File: config.mk
export PLATFORM = sky130hd
export DESIGN_NAME = isa_div
export DESIGN_NICKNAME = d
export VERILOG_FILES = /design/src/hw/rtl/isa_pkg.sv /design/src/hw/rtl/isa_div.sv
export SDC_FILE = /design/constraint.sdc
export NUM_CORES = 1
export LEC_CHECK = 0
export ABC_AREA = 1
export BUFFER_PORTS_ARGS = -buffer_cell sky130_fd_sc_hd__buf_2
export CAP_MARGIN = 30
export CORE_ASPECT_RATIO = 1.4
export CORE_MARGIN = 1.5
export CORE_UTILIZATION = 25
export DETAILED_ROUTE_END_ITERATION = 6
export PLACE_DENSITY = 0.41
export SYNTH_ARGS = -nofsm -noshare
export SYNTH_HDL_FRONTEND = slang
export SYNTH_SLANG_ARGS = --single-unit
File: constraint.sdc
create_clock -name clk -period 2.8 [get_ports clk]
set_input_delay 0.14 -clock clk [delete_from_list [all_inputs] [get_ports clk]]
set_output_delay 0.14 -clock clk [all_outputs]
set_load 0.005 [all_outputs]
File: src/hw/rtl/isa_pkg.sv
// isa_pkg: shared types and constants for the integer stack with average.
// No dependencies; imported by isa_div, integer_stack_with_average and tb_top.
`default_nettype none
package isa_pkg;

  localparam int VAL_W     = 32;
  localparam int SUM_W     = 40;
  localparam int FRAC_W    = 8;
  localparam int DVD_W     = SUM_W + FRAC_W;
  localparam int STEP_W    = $clog2(DVD_W);
  localparam int CNT_OUT_W = 9;
  localparam int STATUS_W  = 2;

  localparam logic FUNC_PUSH = 1'b0;
  localparam logic FUNC_POP  = 1'b1;

  localparam logic [STATUS_W-1:0] STATUS_OK        = 2'd0;
  localparam logic [STATUS_W-1:0] STATUS_POP_EMPTY = 2'd1;
  localparam logic [STATUS_W-1:0] STATUS_PUSH_FULL = 2'd2;

  typedef enum logic [1:0] {
    ST_IDLE,
    ST_LOAD,
    ST_DIV,
    ST_DONE
  } state_t;

endpackage
`default_nettype wire

File: src/hw/rtl/isa_div.sv
// isa_div: radix-2 restoring divider, one quotient bit per cycle, sign by magnitude.
// Depends on isa_pkg for the dividend and quotient widths.
`default_nettype none
module isa_div import isa_pkg::*; #(
  parameter int DEN_W = 9
) (
  input  wire logic               clk,
  input  wire logic               rst_n,
  input  wire logic               start,
  input  wire logic               neg,
  input  wire logic [DVD_W-1:0]   dividend_mag,
  input  wire logic [DEN_W-1:0]   divisor,
  output logic                    done,
  output logic [SUM_W-1:0]        quotient
);

  logic               busy_r, busy_nxt;
  logic               done_r, done_nxt;
  logic [STEP_W-1:0]  step_r, step_nxt;
  logic [DVD_W-1:0]   q_r, q_nxt;
  logic [DEN_W-1:0]   rem_r, rem_nxt;
  logic [DEN_W-1:0]   den_r, den_nxt;
  logic               neg_r, neg_nxt;
  logic [DEN_W:0]     rem_sh;
  logic [DEN_W:0]     diff;

  always_comb begin
    rem_sh   = {rem_r, q_r[DVD_W-1]};
    diff     = rem_sh - {1'b0, den_r};
    busy_nxt = busy_r;
    done_nxt = 1'b0;
    step_nxt = step_r;
    q_nxt    = q_r;
    rem_nxt  = rem_r;
    den_nxt  = den_r;
    neg_nxt  = neg_r;
    if (start) begin
      busy_nxt = 1'b1;
      step_nxt = '0;
      q_nxt    = dividend_mag;
      rem_nxt  = '0;
      den_nxt  = divisor;
      neg_nxt  = neg;
    end else if (busy_r) begin
      if (diff[DEN_W]) begin
        rem_nxt = rem_sh[DEN_W-1:0];
        q_nxt   = {q_r[DVD_W-2:0], 1'b0};
      end else begin
        rem_nxt = diff[DEN_W-1:0];
        q_nxt   = {q_r[DVD_W-2:0], 1'b1};
      end
      step_nxt = step_r + STEP_W'(1);
      if (step_r == STEP_W'(DVD_W - 1)) begin
        busy_nxt = 1'b0;
        done_nxt = 1'b1;
      end
    end
  end

  always_ff @(posedge clk) begin
    if (!rst_n) begin
      busy_r <= 1'b0;
      done_r <= 1'b0;
      step_r <= '0;
    end else begin
      busy_r <= busy_nxt;
      done_r <= done_nxt;
      step_r <= step_nxt;
    end
    q_r   <= q_nxt;
    rem_r <= rem_nxt;
    den_r <= den_nxt;
    neg_r <= neg_nxt;
  end

  assign done     = done_r;
  assign quotient = neg_r ? (SUM_W'(0) - q_r[SUM_W-1:0]) : q_r[SUM_W-1:0];

endmodule
`default_nettype wire

==> results of run 1 <==
## registers in the layout, indices dropped and copies added, names as in the netlist
signal / flops
q_r: 48
den_r: 9
rem_r: 9
step_r: 6
busy_r: 1
done: 1
neg_r: 1
## layout make-up
class	count	share of cell area, %
clock buffers	10	4.09
clock inverters	6	0.757
inverters	82	5.03
multi-input cells	490	40.1
flip-flops and latches	75	34.0
well taps	248	5.07
repair buffers	117	10.8
## Yosys cell counts, drive strengths merged
| library cell | instances |
|---|---|
| a21oi | 11 |
| a31oi | 3 |
| buf | 9 |
| clkbuf | 11 |
| clkinv | 1 |
| dfxtp | 17 |
| edfxtp | 58 |
| fa | 1 |
| ha | 11 |
| inv | 81 |
| nand2 | 225 |
| nand3 | 58 |
| nand3b | 5 |
| nand4 | 5 |
| nor2 | 76 |
| nor3 | 7 |
| nor4 | 1 |
| o211ai | 1 |
| o21ai | 52 |
| o31ai | 1 |
| or2 | 1 |
| xnor2 | 2 |
| xor2 | 30 |
## per-stage QoR
step / instances / instance area (um2) / power [W] / utilization [%] / worst slack [ns]
finish: 1028 / 6110 / 0.00318 / 31.7 / 0.276
floorplan: 667 / 4940 / 0.00176 / - / 0.773
CTS: 1028 / 6110 / 0.00324 / 31.7 / 0.248
global placement: 1002 / 5720 / 0.00204 / 29.6 / 0.702
global route: 1028 / 6110 / 0.00336 / 31.7 / 0.0537
detailed placement: 1002 / 5720 / 0.00204 / 29.6 / 0.658
## critical path: stages (launching register included)
cell and delay (ns):
edfxtp_1 0.39, inv_1 0.11, ha_1 0.28, nand3_2 0.17, inv_1 0.14, nand2_1 0.16, nor3_1 0.29, nand3_1 0.12
nand2_1 0.08, nand2_1 0.05, nand2_1 0.05, nand2_1 0.08, buf_2 0.14
## cell families (layout without fill, tap and decap cells)
logic type	count (synthesis)	count (layout)	synth area share, %
compound gates	68	68	7.14
buf+inv	102	215	8.23
flops	75	75	42.1
xor+xnor	32	32	5.67
simple gates	378	378	33.7
fa+ha+maj	12	12	3.19
## power breakdown
group	total, W	internal (W)	switching, W	leakage (nW)
Clock	0.00117	0.000659	0.000506	0.140
Sequential	0.00138	0.00131	0.0000685	0.728
Combinational	0.000639	0.000247	0.000392	2.00
Total	0.00318	0.00222	0.000966	2.87
## final timing paths
| check | from | depth (start not counted) | endpoint | slack, ns |
|---|---|---|---|---|
| min reg2reg | rem_r[1]$_SDFFE_PP0P_ | 2 | rem_r[1]$_SDFFE_PP0P_ | 0.48 |
| max | q_r[0]$_DFFE_PP_ | 12 | quotient[30] | 0.28 |
| max reg2reg | rem_r[6]$_SDFFE_PP0P_ | 10 | rem_r[5]$_SDFFE_PP0P_ | 0.84 |
| min | rst_n | 3 | busy_r$_SDFF_PN0_ | 0.03 |
## cell usage in the layout, fill, tap and decap left out, types with 3 or more instances in the layout
| master | n |
|---|---|
| dfxtp_1 | 17 |
| nand3_1 | 45 |
| nand2_1 | 219 |
| buf_2 | 101 |
| clkbuf_16 | 10 |
| ha_1 | 11 |
| o21ai_0 | 51 |
| nand3b_1 | 4 |
| inv_1 | 79 |
| nor2_1 | 63 |
| edfxtp_1 | 58 |
| nand4_1 | 4 |
| dlygate4sd3_1 | 10 |
| nand2_2 | 6 |
| xor2_1 | 30 |
| nor2_2 | 12 |
| buf_4 | 5 |
| nand3_2 | 13 |
| nor3_1 | 7 |
| a31oi_1 | 3 |
| a21oi_1 | 10 |
## routing by layer
layer	vias to the layer above	wire length (um)	GRT usage, %
li1	2357	-	-
met1	2059	6600	18.5
met2	87	7330	26.0
met3	11	571	2.62
met4	0	203	4.65
met5	-	0	0
## what timing repair did
item	in CTS	in global routing
setup endpoints to repair	0	0
buffers inserted	0	0
endpoints found under the hold margin	10	0
hold buffers	10	0
==> flow_summary.json, run 1 <==
{
  "yosys.area.top_type_share_pct": 35.2,
  "crit_fanout": 5,
  "routedWlPerCell_um": 14.3,
  "slew_violations": 0,
  "drtPass1Iterations": 4,
  "hold_class": "in2reg",
  "multi_input_area_mm2": 0.00245,
  "cap_violations": 0,
  "cts_tree": "built",
  "hold_viol_final": 0,
  "holdWs_ns": 0.0309,
  "synthesis.nets": 740,
  "cts_buffers": 9,
  "post_cts_resized": 0,
  "grt_antenna_before_repair": 0,
  "grt_pass1_vias": 4698,
  "gr-total-overflow": 0,
  "cp.required_ns": 2.66,
  "grt_max_degree": 64,
  "numPortBuffers": 101,
  "fp.dieH_um": 169,
  "irDropWorstVdd_mv": 0.271,
  "fin_crit_sh_pct": 90.2,
  "clock_latency_ns": 0.35,
  "synth_seq_area_share_pct": 42.1,
  "synth_top_area_cell": "edfxtp_1",
  "clock-sinks": 75,
  "syn_area_mm2": 0.00494,
  "routed_wl_um": 14700,
  "ant_nets": 0,
  "fmax_mhz": 396,
  "grt_pass1_wl_um": 23700,
  "maxSlewHeadroom_pct": 53.6,
  "avgSynthCellArea_um2": 7.41,
  "report.final.setup_viol": 0,
  "fillers": 2140,
  "worstSetupPathType": "reg2out",
  "rsz0062_at_grt": "false",
  "fin_crit_ns": 2.52,
  "routed_via_density": 4.39,
  "worst-slew-pin-transition_ns": 0.693,
  "placeableCoreArea_mm2": 0.0193,
  "yosysWarnings": 0,
  "drc": 0,
  "pin_count": 102,
  "die_w_um": 122,
  "clockBufferDepth": 2,
  "start_util_pct": 25.6,
  "leakagePower_nw": 2.87,
  "cp-start-kind": "register",
  "synth.area.top_cells": "edfxtp_1 35%, nand2_1 17%, dfxtp_1 6.9%",
  "crit_path_end_kind": "output pin",
  "n_antenna_cell": 0,
  "clkTransAtPathRegs_ns": 0.07,
  "synthCells": 667,
  "status": "finished clean",
  "cp_data_arrival_time_ns": 2.38,
  "fin_skew_ns": 0.0105,
  "final_layout_size_suffix_gt1_share_pct": 20.5,
  "power.density_mw_per_mm2": 521,
  "cts_max_level": 3,
  "drtIter0Drc": 224,
  "regArea_mm2": 0.00208,
  "ys_types": 35,
  "syn_to_final_growth_pct": 23.7,
  "gr-usage-all-layers_pct": 14.9,
  "clock-root-buffer": "clkbuf_16",
  "setup-tns-final_ns": 0,
  "dp_hpwl_um": 11400,
  "fp.dieArea_mm2": 0.0206,
  "vias": 4514,
  "ys_ff_latch": 75,
  "place.gp.congestion": 0.801,
  "fp-row-count": 60,
  "nNetsFinal": 848
}
(Power assumes the default switching activity.)
==> inputs of run 2 (changes only) <==
--- a/config.mk
+++ b/config.mk
@@ -5,12 +5,12 @@
 export SDC_FILE = /design/constraint.sdc
 export NUM_CORES = 1
 export LEC_CHECK = 0
-export ABC_AREA = 1
 export BUFFER_PORTS_ARGS = -buffer_cell sky130_fd_sc_hd__buf_2
 export CAP_MARGIN = 30
 export CORE_ASPECT_RATIO = 1.4
 export CORE_MARGIN = 1.5
 export CORE_UTILIZATION = 25
+export CTS_BUF_LIST = sky130_fd_sc_hd__clkbuf_4 sky130_fd_sc_hd__clkbuf_8
 export DETAILED_ROUTE_END_ITERATION = 6
 export PLACE_DENSITY = 0.41
 export SYNTH_ARGS = -nofsm -noshare
==> flow_summary.json, run 2 <==
{
  "maxSlewHeadroom_pct": 57.9,
  "cp_data_arrival_time_ns": 3.07,
  "numPortBuffers": 101,
  "clock-sinks": 75,
  "ff2ff_path_depth": 9,
  "cts_tree": "built",
  "largest_registers": "q_r (48), den_r (9), rem_r (9)",
  "status": "finished, violations left",
  "power.density_mw_per_mm2": 510,
  "fin_crit_ns": 3.21,
  "worstSetupPathType": "reg2out",
  "ys_types": 43,
  "irDropWorstVdd_mv": 0.218,
  "fin_skew_ns": 0.0202,
  "grt_antenna_before_repair": 0,
  "cpMostUsedCell": "or4_4",
  "synth_seq_area_share_pct": 48.0,
  "gr-usage-all-layers_pct": 14.1,
  "place.gp.congestion": 0.756,
  "routed_via_density": 4.53,
  "place_inst": 718,
  "synthesis.nets": 451,
  "avgSynthCellArea_um2": 11.5,
  "max_stage_delay_ns": 0.55,
  "wl_met1_um": 4860,
  "grt_pass1_wl_um": 19800,
  "hold_viol_final": 0,
  "fmax_mhz": 312,
  "pin_count": 102,
  "die_w_um": 114,
  "final_layout_size_suffix_gt1_share_pct": 44.6,
  "postPlaceCellArea_mm2": 0.00529,
  "drtPass1Iterations": 4,
  "synthCells": 378,
  "violations": "negative setup slack",
  "ys_ff_latch": 75,
  "nNetsFinal": 590,
  "largest_reg_flops": 48,
  "hold_class": "in2reg",
  "final_cell_mix": "101 x buf_2, 58 x edfxtp_1, 46 x mux2_2",
  "dp_hpwl_um": 8630,
  "synth_top_area_cell": "edfxtp_1",
  "synth.area.top_cells": "edfxtp_1 40%, mux2_2 12%, xnor2_1 8.5%",
  "synth_common_cells": "58 x edfxtp_1, 46 x mux2_2, 42 x xnor2_1",
  "yosys.area.top_type_share_pct": 40.1,
  "start_util_pct": 25.7,
  "worst-slew-pin-transition_ns": 0.632,
  "clock_latency_ns": 0.37,
  "fp-row-count": 56,
  "cp_num_buf_inv": 1,
  "cp-start-kind": "register",
  "cts_buffers": 9,
  "placeableCoreArea_mm2": 0.0169,
  "crit_fanout": 5,
  "wl_met2_um": 6530,
  "rsz0062_at_grt": "true",
  "r2r_slack_ns": 0.46,
  "clockBufferDepth": 2,
  "route.met3.wl_um": 617,
  "n_antenna_cell": 0,
  "fin_crit_sh_pct": 114,
  "yosysMostFrequentCell": "edfxtp_1",
  "cts_max_level": 3,
  "drc": 0,
  "ys.flop_type": "edfxtp_1",
  "top_layer_used": "met4",
  "cp.required_ns": 2.66,
  "cap_violations": 0,
  "drtIter0Drc": 82,
  "min_path_cells": 3,
  "design_area_mm2": 0.00595,
  "syn_area_mm2": 0.00434,
  "syn_to_final_growth_pct": 37.1,
  "grt_max_degree": 74,
  "max_flop_register": "q_r",
  "gr-total-overflow": 0,
  "ys_async_sr_fraction_pct": 0,
  "yosysWarnings": 0,
  "fin_total_pwr_w": 0.00303,
  "layout_setup_ws_ns": -0.406,
  "crit_path_end_kind": "output pin",
  "leakagePower_nw": 2.33,
  "synth-edff-count": 58,
  "crit_cells": 7,
  "report.final.setup_viol": 24,
  "vias": 3416,
  "cp_slowest_cell": "or4_4",
  "clock-root-buffer": "clkbuf_8",
  "grt_pass1_vias": 3768,
  "routed_wl_um": 12100,
  "finalNonFillerCells": 754,
  "crit_family": "simple AND/OR/NAND/NOR gates",
  "cp_cell_sequence": "or4_4, or4_4, nand4bb_4, or4_4, o31ai_2, xnor2_1, buf_2",
  "slew_violations": 0,
  "routedWlPerCell_um": 16.1,
  "layout_commonest_cell": "buf_2",
  "fp.dieH_um": 159,
  "ant_nets": 0,
  "clkTransAtPathRegs_ns": 0.09,
  "fp.dieArea_mm2": 0.0182
}
## run 2: path summary, 6_finish.rpt
kind,start,end
worst max-delay path,q_r[6]$_DFFE_PP_,quotient[33]
worst min-delay path,dividend_mag[1],q_r[1]$_DFFE_PP_
worst max register to register,den_r[1]$_DFFE_PP_,rem_r[4]$_SDFFE_PP0P_
worst min register to register,step_r[5]$_SDFFE_PP0P_,step_r[5]$_SDFFE_PP0P_
## run 2: report_power, final
part	internal, W	switching [W]
logic	0.000401	0.000385
registers	0.00133	0.000105
clock network	0.000359	0.000457
## run 2: worst reg2reg max path, stage by stage (launching register included)
cell      delay, ns
edfxtp_1       0.45
inv_1          0.09
ha_1           0.22
nand2b_1       0.11
a21o_1         0.17
a21oi_1        0.09
or3_1          0.37
and2_1         0.25
buf_4          0.19
o311a_1        0.29
## run 2: cells by family after synthesis
group                      share of synthesized area (%)
AOI/OAI and AO/OA                                   10.5
xor gates and xnor gates                            9.69
adders and majority gates                           3.63
buffers and inverters                               2.94
DFF                                                 48.0
muxes                                               12.2
and+or+nand+nor                                     13.1
## run 2: layout make-up
class | count | area (um2)
Inverter | 15 | 56.3
Sequential cell | 75 | 2080
Fill cell | 1703 | 10900
Tap cell | 232 | 290
Clock inverter | 5 | 40.0
Timing Repair Buffer | 146 | 943
Multi-Input combinational cell | 270 | 2390
Clock buffer | 11 | 145
## run 2: repair_timing
| action | 4_1_cts | 5_1_grt |
|---|---|---|
| resized for setup | 40 | 13 |
| endpoints found under the hold margin | 11 | 0 |
| pin swaps | 12 | 17 |
| hold buffers | 11 | 0 |
| endpoints found under the setup margin | 26 | 29 |
| gates cloned | 0 | 0 |
| buffers inserted | 6 | 4 |
## run 2: through the flow
step / utilization [%] / setup TNS [ns] / setup slack (ns) / hold slack (ns)
detailed placement: 31.3 / -0.0806 / -0.0499 / 0.319
floorplan: - / 0 / 0.165 / 0.239
global route: 35.2 / -9.83 / -0.565 / 0.0473
finish: 35.2 / -5.57 / -0.406 / 0.0584
CTS: 34.7 / -6.03 / -0.457 / 0.0207
global placement: 31.3 / -0.0385 / -0.0237 / 0.319
## run 2: metal layers
layer | GRT usage (%) | up-vias
li1 | - | 1692
met3 | 4.31 | 5
met5 | 0 | -
met4 | 4.26 | 0
met2 | 26.1 | 64
met1 | 15.0 | 1655
==> inputs of run 3 (changes only) <==
--- a/config.mk
+++ b/config.mk
@@ -5,6 +5,7 @@
 export SDC_FILE = /design/constraint.sdc
 export NUM_CORES = 1
 export LEC_CHECK = 0
+export ABC_AREA = 1
 export BUFFER_PORTS_ARGS = -buffer_cell sky130_fd_sc_hd__buf_2
 export CAP_MARGIN = 30
 export CORE_ASPECT_RATIO = 1.4
==> flow_summary.json, run 3 (synthesis results as in run 1) <==
{
  "endpoint": "quotient[30]",
  "drc": 0,
  "intPower_w": 0.00197,
  "routed_via_density": 4.37,
  "clockBufferDepth": 2,
  "hold_viol_final": 0,
  "grt_antenna_before_repair": 0,
  "cpMostUsedCell": "nand2_1",
  "post_cts_buffers": 0,
  "grt_pass1_wl_um": 23700,
  "cp-start-kind": "register",
  "slew_violations": 0,
  "route.met3.wl_um": 625,
  "post_cts_resized": 0,
  "grt_max_degree": 64,
  "ant_nets": 0,
  "wl_met2_um": 7380,
  "crit_path_end_kind": "output pin",
  "place.gp.congestion": 0.801,
  "final_cell_mix": "219 x nand2_1, 101 x buf_2, 79 x inv_1",
  "grt_pass1_vias": 4712,
  "maxSlewHeadroom_pct": 53.6,
  "clkTransAtPathRegs_ns": 0.09,
  "cp.required_ns": 2.66,
  "fin_crit_ns": 2.56,
  "start_util_pct": 25.6,
  "rsz0062_at_grt": "false",
  "irDropWorstVdd_mv": 0.194,
  "cp_cell_sequence": "inv_1, ha_1, nand3_2, inv_1, nand2_1, nor3_1, nand3_1, nand2_1, nand2_1, nand2_1, nand2_1, buf_2",
  "switching_share_pct": 32.4,
  "regArea_mm2": 0.00208,
  "routedWlPerCell_um": 14.3,
  "fmax_mhz": 390,
  "top_layer_used": "met4",
  "drtPass1Iterations": 5,
  "fp.dieH_um": 169,
  "ff2ff_path_depth": 10,
  "status": "finished clean",
  "die_w_um": 122,
  "reg2reg_to": "rem_r[5]$_SDFFE_PP0P_",
  "vias": 4508,
  "fp-row-count": 60,
  "crit_fanout": 5,
  "worst-slew-pin-transition_ns": 0.694,
  "final_layout_size_suffix_gt1_share_pct": 20.4,
  "cp_num_buf_inv": 3,
  "nNetsFinal": 851,
  "p_switching_w": 0.000945,
  "crit_cells": 12,
  "clock-root-buffer": "clkbuf_8",
  "largest_registers": "q_r (48), den_r (9), rem_r (9)",
  "routed_wl_um": 14800,
  "hold_class": "in2reg",
  "setup-tns-final_ns": 0,
  "dp_hpwl_um": 11400,
  "cap_violations": 0,
  "placeableCoreArea_mm2": 0.0193,
  "r2r_slack_ns": 0.84,
  "largest_reg_flops": 48,
  "syn_to_final_growth_pct": 22.3,
  "fin_skew_ns": 0.0200,
  "drtIter0Drc": 192,
  "cts_tree": "built",
  "crit_path_start": "q_r[0]$_DFFE_PP_",
  "fin_crit_sh_pct": 91.6,
  "seqPwrFrac_pct": 47.2,
  "crit_family": "simple AND/OR/NAND/NOR gates",
  "numPortBuffers": 101,
  "wl_met1_um": 6580,
  "max_stage_delay_ns": 0.40,
  "cp_data_arrival_time_ns": 2.42,
  "cts_max_level": 3,
  "power.density_mw_per_mm2": 483,
  "r2r-start": "rem_r[6]$_SDFFE_PP0P_",
  "fillers": 2139,
  "clock_power_share_pct": 30.8,
  "gr-usage-all-layers_pct": 15.0,
  "clock_latency_ns": 0.39,
  "n_antenna_cell": 0,
  "layout_commonest_cell": "nand2_1",
  "cp_slowest_cell": "edfxtp_1",
  "pwr-share-comb_pct": 22.0,
  "multi_input_area_mm2": 0.00245,
  "holdWs_ns": 0.0209,
  "leakagePower_nw": 2.84,
  "gr-total-overflow": 0,
  "pin_count": 102,
  "clock-sinks": 75,
  "worstSetupPathType": "reg2out",
  "fp.dieArea_mm2": 0.0206,
  "max_flop_register": "q_r",
  "cts_buffers": 9,
  "report.final.setup_viol": 0
}
[run 3: power by group through the flow]
stage / combinational, W / clock (W) / sequential, W
2_1_floorplan: 0.000380 / 0 / 0.00138
3_3_place_gp: 0.000640 / 0 / 0.00140
3_5_place_dp: 0.000636 / 0 / 0.00140
4_1_cts: 0.000657 / 0.000932 / 0.00138
5_1_grt: 0.000734 / 0.000962 / 0.00139
6_report: 0.000642 / 0.000900 / 0.00138
[run 3: metrics by stage]
step	util (%)	power, W	area (um2)	std cells	setup WS (ns)
6_report	31.3	0.00292	6050	1031	0.236
4_1_cts	31.3	0.00297	6050	1031	0.195
2_1_floorplan	-	0.00176	4940	667	0.773
3_5_place_dp	29.6	0.00204	5720	1002	0.658
5_1_grt	31.3	0.00309	6050	1031	0.00345
3_3_place_gp	29.6	0.00204	5720	1002	0.702
[run 3: metal layers]
layer | vias to the layer above | global-route usage (%)
met3 | 13 | 2.62
li1 | 2360 | -
met5 | - | 0
met2 | 93 | 26.1
met4 | 0 | 5.12
met1 | 2042 | 18.4
[run 3: worst min-delay path by stage]
stage | startpoint | endpoint | slack, ns | cells past startpoint
3_3_place_gp | divisor[0] | den_r[0]$_DFFE_PP_ | 0.32 | 1
2_1_floorplan | divisor[0] | den_r[0]$_DFFE_PP_ | 0.24 | 0
6_report | dividend_mag[8] | q_r[8]$_DFFE_PP_ | 0.02 | 3
5_1_grt | dividend_mag[45] | q_r[45]$_DFFE_PP_ | 0.02 | 3
4_1_cts | dividend_mag[8] | q_r[8]$_DFFE_PP_ | 0.005 | 3
3_5_place_dp | divisor[1] | den_r[1]$_DFFE_PP_ | 0.32 | 1
[run 3: worst register-to-register path, stage by stage (launching register included)]
cell and delay, ns:
dfxtp_1 0.35, ha_1 0.38, nand2_2 0.12, inv_1 0.05, a21oi_2 0.21, nand3_2 0.11
nand2_2 0.27, nand2_2 0.19, nand2_1 0.10, nand3_1 0.07, nand2_1 0.07
[run 3: layout make-up]
class                           count  area share [%]
Multi-Input combinational cell    490            40.6
Sequential cell                    75            34.4
Clock buffer                        9            2.05
Clock inverter                      7            1.26
Timing Repair Buffer              120            11.5
Tap cell                          248            5.13
Inverter                           82            5.09
[run 3: what timing repair did]
item | CTS | global route
hold buffers | 13 | 0
setup endpoints to repair | 0 | 0
endpoints found under the hold margin | 13 | 0
